## config.mk

```make
export PLATFORM = sky130hd
export DESIGN_NAME = led_timed_pattern_queue
export DESIGN_NICKNAME = d
export VERILOG_FILES = /design/src/hw/rtl/ltpq_pkg.sv /design/src/hw/rtl/led_timed_pattern_queue.sv /design/src/hw/rtl/ltpq_step_mem.sv /design/src/hw/rtl/ltpq_ctrl.sv
export SDC_FILE = /design/constraint.sdc
export NUM_CORES = 2
export LEC_CHECK = 0
export ABC_AREA = 1
export BUFFER_PORTS_ARGS = -buffer_cell sky130_fd_sc_hd__clkbuf_2
export CAP_MARGIN = 15
export CORE_UTILIZATION = 45
export DETAILED_ROUTE_END_ITERATION = 10
export PLACE_DENSITY_LB_ADDON = 0.3
export SLEW_MARGIN = 20
export SYNTH_ARGS = -nofsm -noshare
export SYNTH_HDL_FRONTEND = slang
export SYNTH_HIERARCHICAL = 1
export SYNTH_SLANG_ARGS = --single-unit
```

## constraint.sdc

```tcl
create_clock -name clk -period 10.5 [get_ports clk]
set_input_delay 1.575 -clock clk [delete_from_list [all_inputs] [get_ports clk]]
set_output_delay 1.575 -clock clk [all_outputs]
set_load 0.05 [all_outputs]
```

## src/hw/rtl/ltpq_pkg.sv

```systemverilog
`default_nettype none

package ltpq_pkg;

	localparam int QUEUE_DEPTH_DEF = 128;

	localparam int IN_W      = 40;
	localparam int OUT_W     = 24;
	localparam int CFG_IDX_W = 2;
	localparam int CFG_W     = 16;
	localparam int REG_W     = 15;

	localparam logic [REG_W-1:0] HOLD_RESET  = 15'd100;
	localparam logic [REG_W-1:0] FLASH_RESET = 15'd70;

	typedef enum logic [2:0] {
		CMD_TICK   = 3'd0,
		CMD_KEEP   = 3'd1,
		CMD_ON_FOR = 3'd2,
		CMD_FLASH  = 3'd3,
		CMD_FLASHI = 3'd4
	} cmd_e;

	typedef enum logic [CFG_IDX_W-1:0] {
		REG_HOLD  = 2'd0,
		REG_FLASH = 2'd1
	} reg_idx_e;

	typedef enum logic [2:0] {
		ST_IDLE,
		ST_TICK,
		ST_PUSH,
		ST_DONE
	} state_t;

	typedef struct packed {
		logic        level;
		logic [15:0] stime;
	} step_t;

endpackage

`default_nettype wire

```

## src/hw/rtl/led_timed_pattern_queue.sv

```systemverilog
// LED timed pattern queue.
// Input stream s_*: one command transaction per item, s_tdata = command [2:0],
// duration [18:3], count [34:19]. Output stream m_*: one result per item,
// m_tdata = led_level [0], queue_count [8:1], steps_added [16:9].
// Config channel cfg_*: index 0 hold time, 1 flash time, low 15 data bits kept;
// cfg_ready is always high. Write only while no item is in flight.
// Steps (level, 16-bit time) sit in a single-port-write memory of QUEUE_DEPTH
// entries with registered read. One item is worked on at a time:
//   tick: from accept through head step update (write-back of the reduced time,
//         or pop of an expired step), result load and idle;
//   push: one memory write per cycle until no steps remain or the queue is
//         full, then an end step and result load; a flash writes up to QUEUE_DEPTH steps;
//   tick on an empty queue or unused command: straight to result load.
// The result sits in an output register; the block accepts the next item
// while it waits, and only stalls before loading the following result.
// Reset clears the queue, turns the LED off and restores the default times;
// the step memory is not cleared, its entries are written before use.
`default_nettype none

module led_timed_pattern_queue #(
	parameter int QUEUE_DEPTH = ltpq_pkg::QUEUE_DEPTH_DEF
) (
	input  wire                            clk,
	input  wire                            arst_n,
	input  wire                            s_tvalid,
	output logic                           s_tready,
	input  wire  [ltpq_pkg::IN_W-1:0]      s_tdata,   // command, duration, count, pad
	output logic                           m_tvalid,
	input  wire                            m_tready,
	output logic [ltpq_pkg::OUT_W-1:0]     m_tdata,   // led_level, queue_count, steps_added, pad
	input  wire                            cfg_valid,
	output logic                           cfg_ready,
	input  wire  [ltpq_pkg::CFG_IDX_W-1:0] cfg_index,
	input  wire  [ltpq_pkg::CFG_W-1:0]     cfg_data
);
	import ltpq_pkg::*;

	localparam int IDX_W = $clog2(QUEUE_DEPTH);
	localparam int CNT_W = $clog2(QUEUE_DEPTH + 1);

	logic             mem_we;
	logic [IDX_W-1:0] mem_waddr;
	step_t            mem_wdata;
	logic [IDX_W-1:0] mem_raddr;
	step_t            mem_rdata;

	ltpq_ctrl #(
		.QUEUE_DEPTH(QUEUE_DEPTH),
		.IDX_W      (IDX_W),
		.CNT_W      (CNT_W)
	) u_ctrl (
		.clk       (clk),
		.arst_n    (arst_n),
		.s_tvalid  (s_tvalid),
		.s_tready  (s_tready),
		.s_tdata   (s_tdata),
		.m_tvalid  (m_tvalid),
		.m_tready  (m_tready),
		.m_tdata   (m_tdata),
		.cfg_valid (cfg_valid),
		.cfg_ready (cfg_ready),
		.cfg_index (cfg_index),
		.cfg_data  (cfg_data),
		.mem_we    (mem_we),
		.mem_waddr (mem_waddr),
		.mem_wdata (mem_wdata),
		.mem_raddr (mem_raddr),
		.mem_rdata (mem_rdata)
	);

	ltpq_step_mem #(
		.DEPTH(QUEUE_DEPTH),
		.IDX_W(IDX_W)
	) u_mem (
		.clk  (clk),
		.we   (mem_we),
		.waddr(mem_waddr),
		.wdata(mem_wdata),
		.raddr(mem_raddr),
		.rdata(mem_rdata)
	);

endmodule

`default_nettype wire

```

## src/hw/rtl/ltpq_step_mem.sv

```systemverilog
`default_nettype none

module ltpq_step_mem #(
	parameter int DEPTH = 128,
	parameter int IDX_W = 7
) (
	input  wire                  clk,
	input  wire                  we,
	input  wire  [IDX_W-1:0]     waddr,
	input  ltpq_pkg::step_t      wdata,
	input  wire  [IDX_W-1:0]     raddr,
	output ltpq_pkg::step_t      rdata
);
	import ltpq_pkg::*;

	step_t mem [DEPTH];
	step_t rdata_q;

	always_ff @(posedge clk) begin
		if (we) begin
			mem[waddr] <= wdata;
		end
	end

	always_ff @(posedge clk) begin
		rdata_q <= mem[raddr];
	end

	assign rdata = rdata_q;

endmodule

`default_nettype wire

```

## src/hw/rtl/ltpq_ctrl.sv

```systemverilog
`default_nettype none

module ltpq_ctrl #(
	parameter int QUEUE_DEPTH = 128,
	parameter int IDX_W       = 7,
	parameter int CNT_W       = 8
) (
	input  wire                                clk,
	input  wire                                arst_n,
	input  wire                                s_tvalid,
	output logic                               s_tready,
	input  wire  [ltpq_pkg::IN_W-1:0]          s_tdata,
	output logic                               m_tvalid,
	input  wire                                m_tready,
	output logic [ltpq_pkg::OUT_W-1:0]         m_tdata,
	input  wire                                cfg_valid,
	output logic                               cfg_ready,
	input  wire  [ltpq_pkg::CFG_IDX_W-1:0]     cfg_index,
	input  wire  [ltpq_pkg::CFG_W-1:0]         cfg_data,
	output logic                               mem_we,
	output logic [IDX_W-1:0]                   mem_waddr,
	output ltpq_pkg::step_t                    mem_wdata,
	output logic [IDX_W-1:0]                   mem_raddr,
	input  ltpq_pkg::step_t                    mem_rdata
);
	import ltpq_pkg::*;

	state_t state_q, state_d;

	logic [15:0]      dur_q;
	logic [16:0]      rem_q;
	logic [15:0]      on_time_q;
	logic [15:0]      off_time_q;
	logic             level_q;
	logic [IDX_W-1:0] head_q;
	logic [IDX_W-1:0] tail_q;
	logic [CNT_W-1:0] count_q;
	logic [CNT_W-1:0] added_q;
	logic             drive_q;
	logic [REG_W-1:0] hold_q;
	logic [REG_W-1:0] flash_q;
	logic             m_tvalid_q;
	logic [OUT_W-1:0] m_tdata_q;

	logic [2:0]       in_cmd;
	logic [15:0]      in_dur;
	logic [15:0]      in_cnt;
	logic             accept;
	logic             full;
	logic             tick_live;
	logic             push_go;
	logic             out_load;
	logic [15:0]      hold_ext;
	logic [15:0]      flash_ext;
	logic [IDX_W-1:0] head_next;
	logic [IDX_W-1:0] tail_next;
	logic [CNT_W+7:0] count_wide;
	logic [CNT_W+7:0] added_wide;

	assign in_cmd    = s_tdata[2:0];
	assign in_dur    = s_tdata[18:3];
	assign in_cnt    = s_tdata[34:19];
	assign s_tready  = (state_q == ST_IDLE);
	assign accept    = s_tvalid && s_tready;
	assign cfg_ready = 1'b1;

	assign hold_ext  = {1'b0, hold_q};
	assign flash_ext = {1'b0, flash_q};
	assign full      = (count_q == CNT_W'(QUEUE_DEPTH));
	assign head_next = (head_q == IDX_W'(QUEUE_DEPTH - 1)) ? '0 : head_q + 1'b1;
	assign tail_next = (tail_q == IDX_W'(QUEUE_DEPTH - 1)) ? '0 : tail_q + 1'b1;

	// A step is still running while its time is positive as a signed value
	assign tick_live = (mem_rdata.stime != 16'd0) && !mem_rdata.stime[15];
	assign push_go   = (state_q == ST_PUSH) && (rem_q != 17'd0) && !full;
	assign out_load  = (state_q == ST_DONE) && (!m_tvalid_q || m_tready);

	// The head entry is read every cycle; only the read issued at accept is used
	assign mem_raddr = head_q;

	always_comb begin
		mem_we    = 1'b0;
		mem_waddr = tail_q;
		mem_wdata = '{level: level_q, stime: level_q ? on_time_q : off_time_q};
		if (state_q == ST_TICK && tick_live) begin
			mem_we    = 1'b1;
			mem_waddr = head_q;
			mem_wdata = '{level: mem_rdata.level, stime: mem_rdata.stime - dur_q};
		end else if (push_go) begin
			mem_we = 1'b1;
		end
	end

	always_comb begin
		state_d = state_q;
		unique case (state_q)
			ST_IDLE: begin
				if (accept) begin
					priority case (in_cmd)
						CMD_TICK:   state_d = (count_q == '0) ? ST_DONE : ST_TICK;
						CMD_KEEP,
						CMD_ON_FOR,
						CMD_FLASH,
						CMD_FLASHI: state_d = ST_PUSH;
						default:    state_d = ST_DONE;
					endcase
				end
			end
			ST_TICK: state_d = ST_DONE;
			ST_PUSH: begin
				if (rem_q == 17'd0 || full) begin
					state_d = ST_DONE;
				end
			end
			ST_DONE: begin
				if (out_load) begin
					state_d = ST_IDLE;
				end
			end
			default: state_d = ST_IDLE;
		endcase
	end

	always_ff @(posedge clk or negedge arst_n) begin
		if (!arst_n) begin
			state_q <= ST_IDLE;
		end else begin
			state_q <= state_d;
		end
	end

	always_ff @(posedge clk or negedge arst_n) begin
		if (!arst_n) begin
			hold_q  <= HOLD_RESET;
			flash_q <= FLASH_RESET;
		end else if (cfg_valid && cfg_ready) begin
			if (cfg_index == REG_HOLD) begin
				hold_q <= cfg_data[REG_W-1:0];
			end else if (cfg_index == REG_FLASH) begin
				flash_q <= cfg_data[REG_W-1:0];
			end
		end
	end

	// Latch the push plan at accept: remaining steps and the on and off times
	always_ff @(posedge clk) begin
		if (accept) begin
			dur_q   <= in_dur;
			level_q <= 1'b1;
			priority case (in_cmd)
				CMD_KEEP: begin
					rem_q      <= 17'd1;
					on_time_q  <= hold_ext;
					off_time_q <= hold_ext;
				end
				CMD_ON_FOR: begin
					rem_q      <= 17'd2;
					on_time_q  <= in_dur;
					off_time_q <= hold_ext;
				end
				CMD_FLASH: begin
					rem_q      <= {in_cnt, 1'b0};
					on_time_q  <= flash_ext;
					off_time_q <= flash_ext;
				end
				CMD_FLASHI: begin
					rem_q      <= {in_cnt, 1'b0};
					on_time_q  <= in_dur;
					off_time_q <= in_dur;
				end
				default: begin
					rem_q      <= 17'd0;
					on_time_q  <= in_dur;
					off_time_q <= in_dur;
				end
			endcase
		end else if (push_go) begin
			rem_q   <= rem_q - 17'd1;
			level_q <= !level_q;
		end
	end

	always_ff @(posedge clk or negedge arst_n) begin
		if (!arst_n) begin
			head_q  <= '0;
			tail_q  <= '0;
			count_q <= '0;
			added_q <= '0;
			drive_q <= 1'b0;
		end else begin
			if (accept) begin
				added_q <= '0;
			end
			if (state_q == ST_TICK) begin
				if (tick_live) begin
					drive_q <= mem_rdata.level;
				end else begin
					head_q  <= head_next;
					count_q <= count_q - 1'b1;
				end
			end
			if (push_go) begin
				tail_q  <= tail_next;
				count_q <= count_q + 1'b1;
				added_q <= added_q + 1'b1;
			end
		end
	end

	assign count_wide = {8'b0, count_q};
	assign added_wide = {8'b0, added_q};

	always_ff @(posedge clk or negedge arst_n) begin
		if (!arst_n) begin
			m_tvalid_q <= 1'b0;
		end else if (out_load) begin
			m_tvalid_q <= 1'b1;
		end else if (m_tready) begin
			m_tvalid_q <= 1'b0;
		end
	end

	always_ff @(posedge clk) begin
		if (out_load) begin
			m_tdata_q <= {7'b0, added_wide[7:0], count_wide[7:0], drive_q};
		end
	end

	assign m_tvalid = m_tvalid_q;
	assign m_tdata  = m_tdata_q;

endmodule

`default_nettype wire

```

==> results.cfg <==
[drt]
via_count = 63400
viasPerCell = 5.68
finalWirelength_um = 257000
first_pass_iters = 10
drcViolationCount = 12
ant_nets = 0
wl_per_cell_um = 23.0
drtIter0Drc = 7243

[yosys]
synth_seq_cells = 2340
synth_area_sq_um = 96200
synth_cell_type_count = 52
synth-seq-area-share = 0.725
yosys_warnings = 6
syn_area_per_cell_sq_um = 11.8
syn_inst = 8170

[clock_tree]
postCtsSetupBuffers = 0
clockRootBuffer = clkbuf_16
tritoncts = built
cts_hold_buf = 0
clk_pin_slew_ns = 0.06
cts.sinks = 2340
post_cts_resized = 0
clock_latency_ns = 0.86
cts_made_buffers = 227
cts-htree-levels = 4
cts_buffer_depth = 3

[floorplanning]
io_pins = 90
num_rows = 169
fp.dieW_um = 464
start_util = 0.453
fp.dieH_um = 464
fp.coreArea_sq_um = 212000
die-area_sq_um = 216000

[finish]
fillers = 18200
layout_common_cells = nand2_1, edfxtp_1, nand3_1
final_common_cell = nand2_1
finalCoreUtilization = 0.502
drive_gt1_frac = 0.0819
area_delta_synth_final_pct = 10.8
final_cells = 11200
nets = 8256

[run_status]
status = complete, but fails checks
violations = DRC

[critical_path]
end_kind = flop
cp_common_cell = nand3_1
cp_slowest_cell = dfrtp_4
slowest_delay_ns = 1.03
critPathRequiredTime_ns = 11.25
crit_cells = 10
cp_cell_sequence = buf_4, buf_12, nand2_1, nand3_1, nand3_1, nand3_1, nand3_1, nand3_1, nand3_1, nand2_1
regToRegSetupSlack_ns = 5.63
path_buf_inv = 2
path_max_fanout = 210
crit_family = simple AND/OR/NAND/NOR gates
critical_path_class = reg -> reg
r2r-start = u_ctrl/mem_raddr[0]$_DFFE_PN0P_
cp.arrival_ns = 5.62
worstRegToRegCells = 10
crit_path_start_kind = flop
timing.rr.end = u_mem/rdata[14]$_DFF_P_

[global_routing]
grt_max_degree = 211
track_usage = 0.233
grt_pass1_vias = 58900
antenna_found_initial = 5
grt-ovfl-total = 0
grt_pass1_wl_um = 378000

[placed_design]
place_hpwl_um = 136000
place_congestion = 0.864
place_ws_ns = 5.90
dp_cells = 10800
port_buffers = 75

[sta]
hold_viol = 0
fin_crit_sh = 0.464
grt_setup_unrepaired = false
drv_slew = 0
tns_ns = 0
tightest_slew_ns = 1.26
setup_viol = 0
max_freq_mhz = 205
slew_headroom = 0.161
skew_ns = 0.0426
worst_slack_ns = 5.63
period_needed_ns = 4.87

[worst_hold_path]
hold_path_class = reg -> reg
holdPathEnd = u_ctrl/m_tdata[15]$_DFFE_PP_
min_from = u_ctrl/added_q[6]$_DFFE_PN0P_
whs_path_depth = 0

[power_and_ir_drop]
p_int_w = 0.0195
p_per_area_nw_per_um2 = 292
pwr-share-seq = 0.418
p_leak_nw = 37.8
ir_drop_mv = 0.333
clkPwrFrac = 0.253
p_total_w = 0.0311
share_comb_of_total_power = 0.329
p_sw_w = 0.0116
swShare = 0.374

[flow_run]
maxCapViolCount = 0
[registers in the layout (all words and copies together) (netlist names), 15 cells and up]
| register | count |
|---|---|
| u_mem/mem | 2176 |
| u_ctrl/on_time_q | 16 |
| u_ctrl/hold_q | 15 |
| u_ctrl/m_tdata | 17 |
| u_mem/rdata | 17 |
| u_ctrl/rem_q | 17 |
| u_ctrl/off_time_q | 16 |
| u_ctrl/dur_q | 16 |
| u_ctrl/flash_q | 15 |
[area by class of cell]
cell class	count	area (sq um)	area share
sequential	2340	69800	0.654
tap	2821	3530	0.0331
clock buffer	298	6130	0.0575
inverter	170	687	0.00644
antenna	2	5.00	0.0000469
timing repair buffer	273	2080	0.0195
multi-input combinational	5149	23500	0.220
clock inverter	114	961	0.00901
[stage by stage]
step                      area [sq um]  hold WS [ns]
after global routing            107000         0.484
after floorplan                  96200         0.425
after global placement           99400         0.450
after CTS                       107000         0.476
after detailed placement         99500         0.459
final                           107000         0.470
[how the worst max path moves through the flow]
stage	end	slack, ns	start
2_1_floorplan	u_mem/mem[0][8]$_DFFE_PP_	2.98	u_ctrl/dur_q[0]$_DFFE_PP_
3_3_place_gp	u_mem/rdata[14]$_DFF_P_	5.95	u_ctrl/mem_raddr[0]$_DFFE_PN0P_
3_5_place_dp	u_mem/rdata[14]$_DFF_P_	5.90	u_ctrl/mem_raddr[0]$_DFFE_PN0P_
4_1_cts	u_mem/rdata[14]$_DFF_P_	5.91	u_ctrl/mem_raddr[0]$_DFFE_PN0P_
5_1_grt	u_mem/rdata[0]$_DFF_P_	5.54	u_ctrl/mem_raddr[0]$_DFFE_PN0P_
6_report	u_mem/rdata[14]$_DFF_P_	5.63	u_ctrl/mem_raddr[0]$_DFFE_PN0P_
[power groups by stage]
stage / registers, W / clock network, W / logic, W
global placement: 0.0132 / 0 / 0.00983
CTS: 0.0130 / 0.00797 / 0.0101
detailed placement: 0.0132 / 0 / 0.0101
finish: 0.0130 / 0.00786 / 0.0102
floorplan: 0.0135 / 0 / 0.00655
global route: 0.0131 / 0.00832 / 0.0111
[layer usage]
layer | up-vias | GRT usage | share of wire
met5 | - | 0 | 0.00010
met4 | 4 | 0.0811 | 0.035
met3 | 455 | 0.0355 | 0.089
met2 | 2903 | 0.372 | 0.47
met1 | 31200 | 0.324 | 0.40
li1 | 28900 | - | -
[cell families (layout without fill, tap and decap cells)]
kind of cell,count (synthesis),count (layout),share of synthesized area
AOI/OAI and AO/OA,152,152,0.0101
xor gates and xnor gates,25,25,0.00228
adders and majority gates,32,32,0.00432
buffers and inverters,687,855,0.0343
DFF,2340,2340,0.725
muxes,3,3,0.000312
other,2,10,0.0000781
and+or+nand+nor,4929,4929,0.223
[synth_stat cells (all sizes together)]
library cell  count  area (sq um)
a21o              1          7.51
a21oi            26           145
a22o              3          26.3
a31oi             3          18.8
and2              1          6.26
buf             415          2270
clkbuf          102           383
clkinv            2          7.51
conb              2          7.51
dfrtp            58          1450
dfstp             6           158
dfxtp            18           360
edfxtp         2258         67800
fa                2          40.0
ha               30           375
inv             168           643
mux2i             3          30.0
nand2          2492          9400
nand3          2188         11000
nand3b            3          22.5
nand4             7          43.8
nor2            211           886
nor3             21           120
o211ai            4          30.0
o21a              2          15.0
o21ai            76           407
o21bai            4          30.0
o221ai           30           263
o22ai             1          12.5
o31ai             2          15.0
or2               6          37.5
xnor2            10          87.6
xor2             15           131
(Power assumes the default switching activity.)
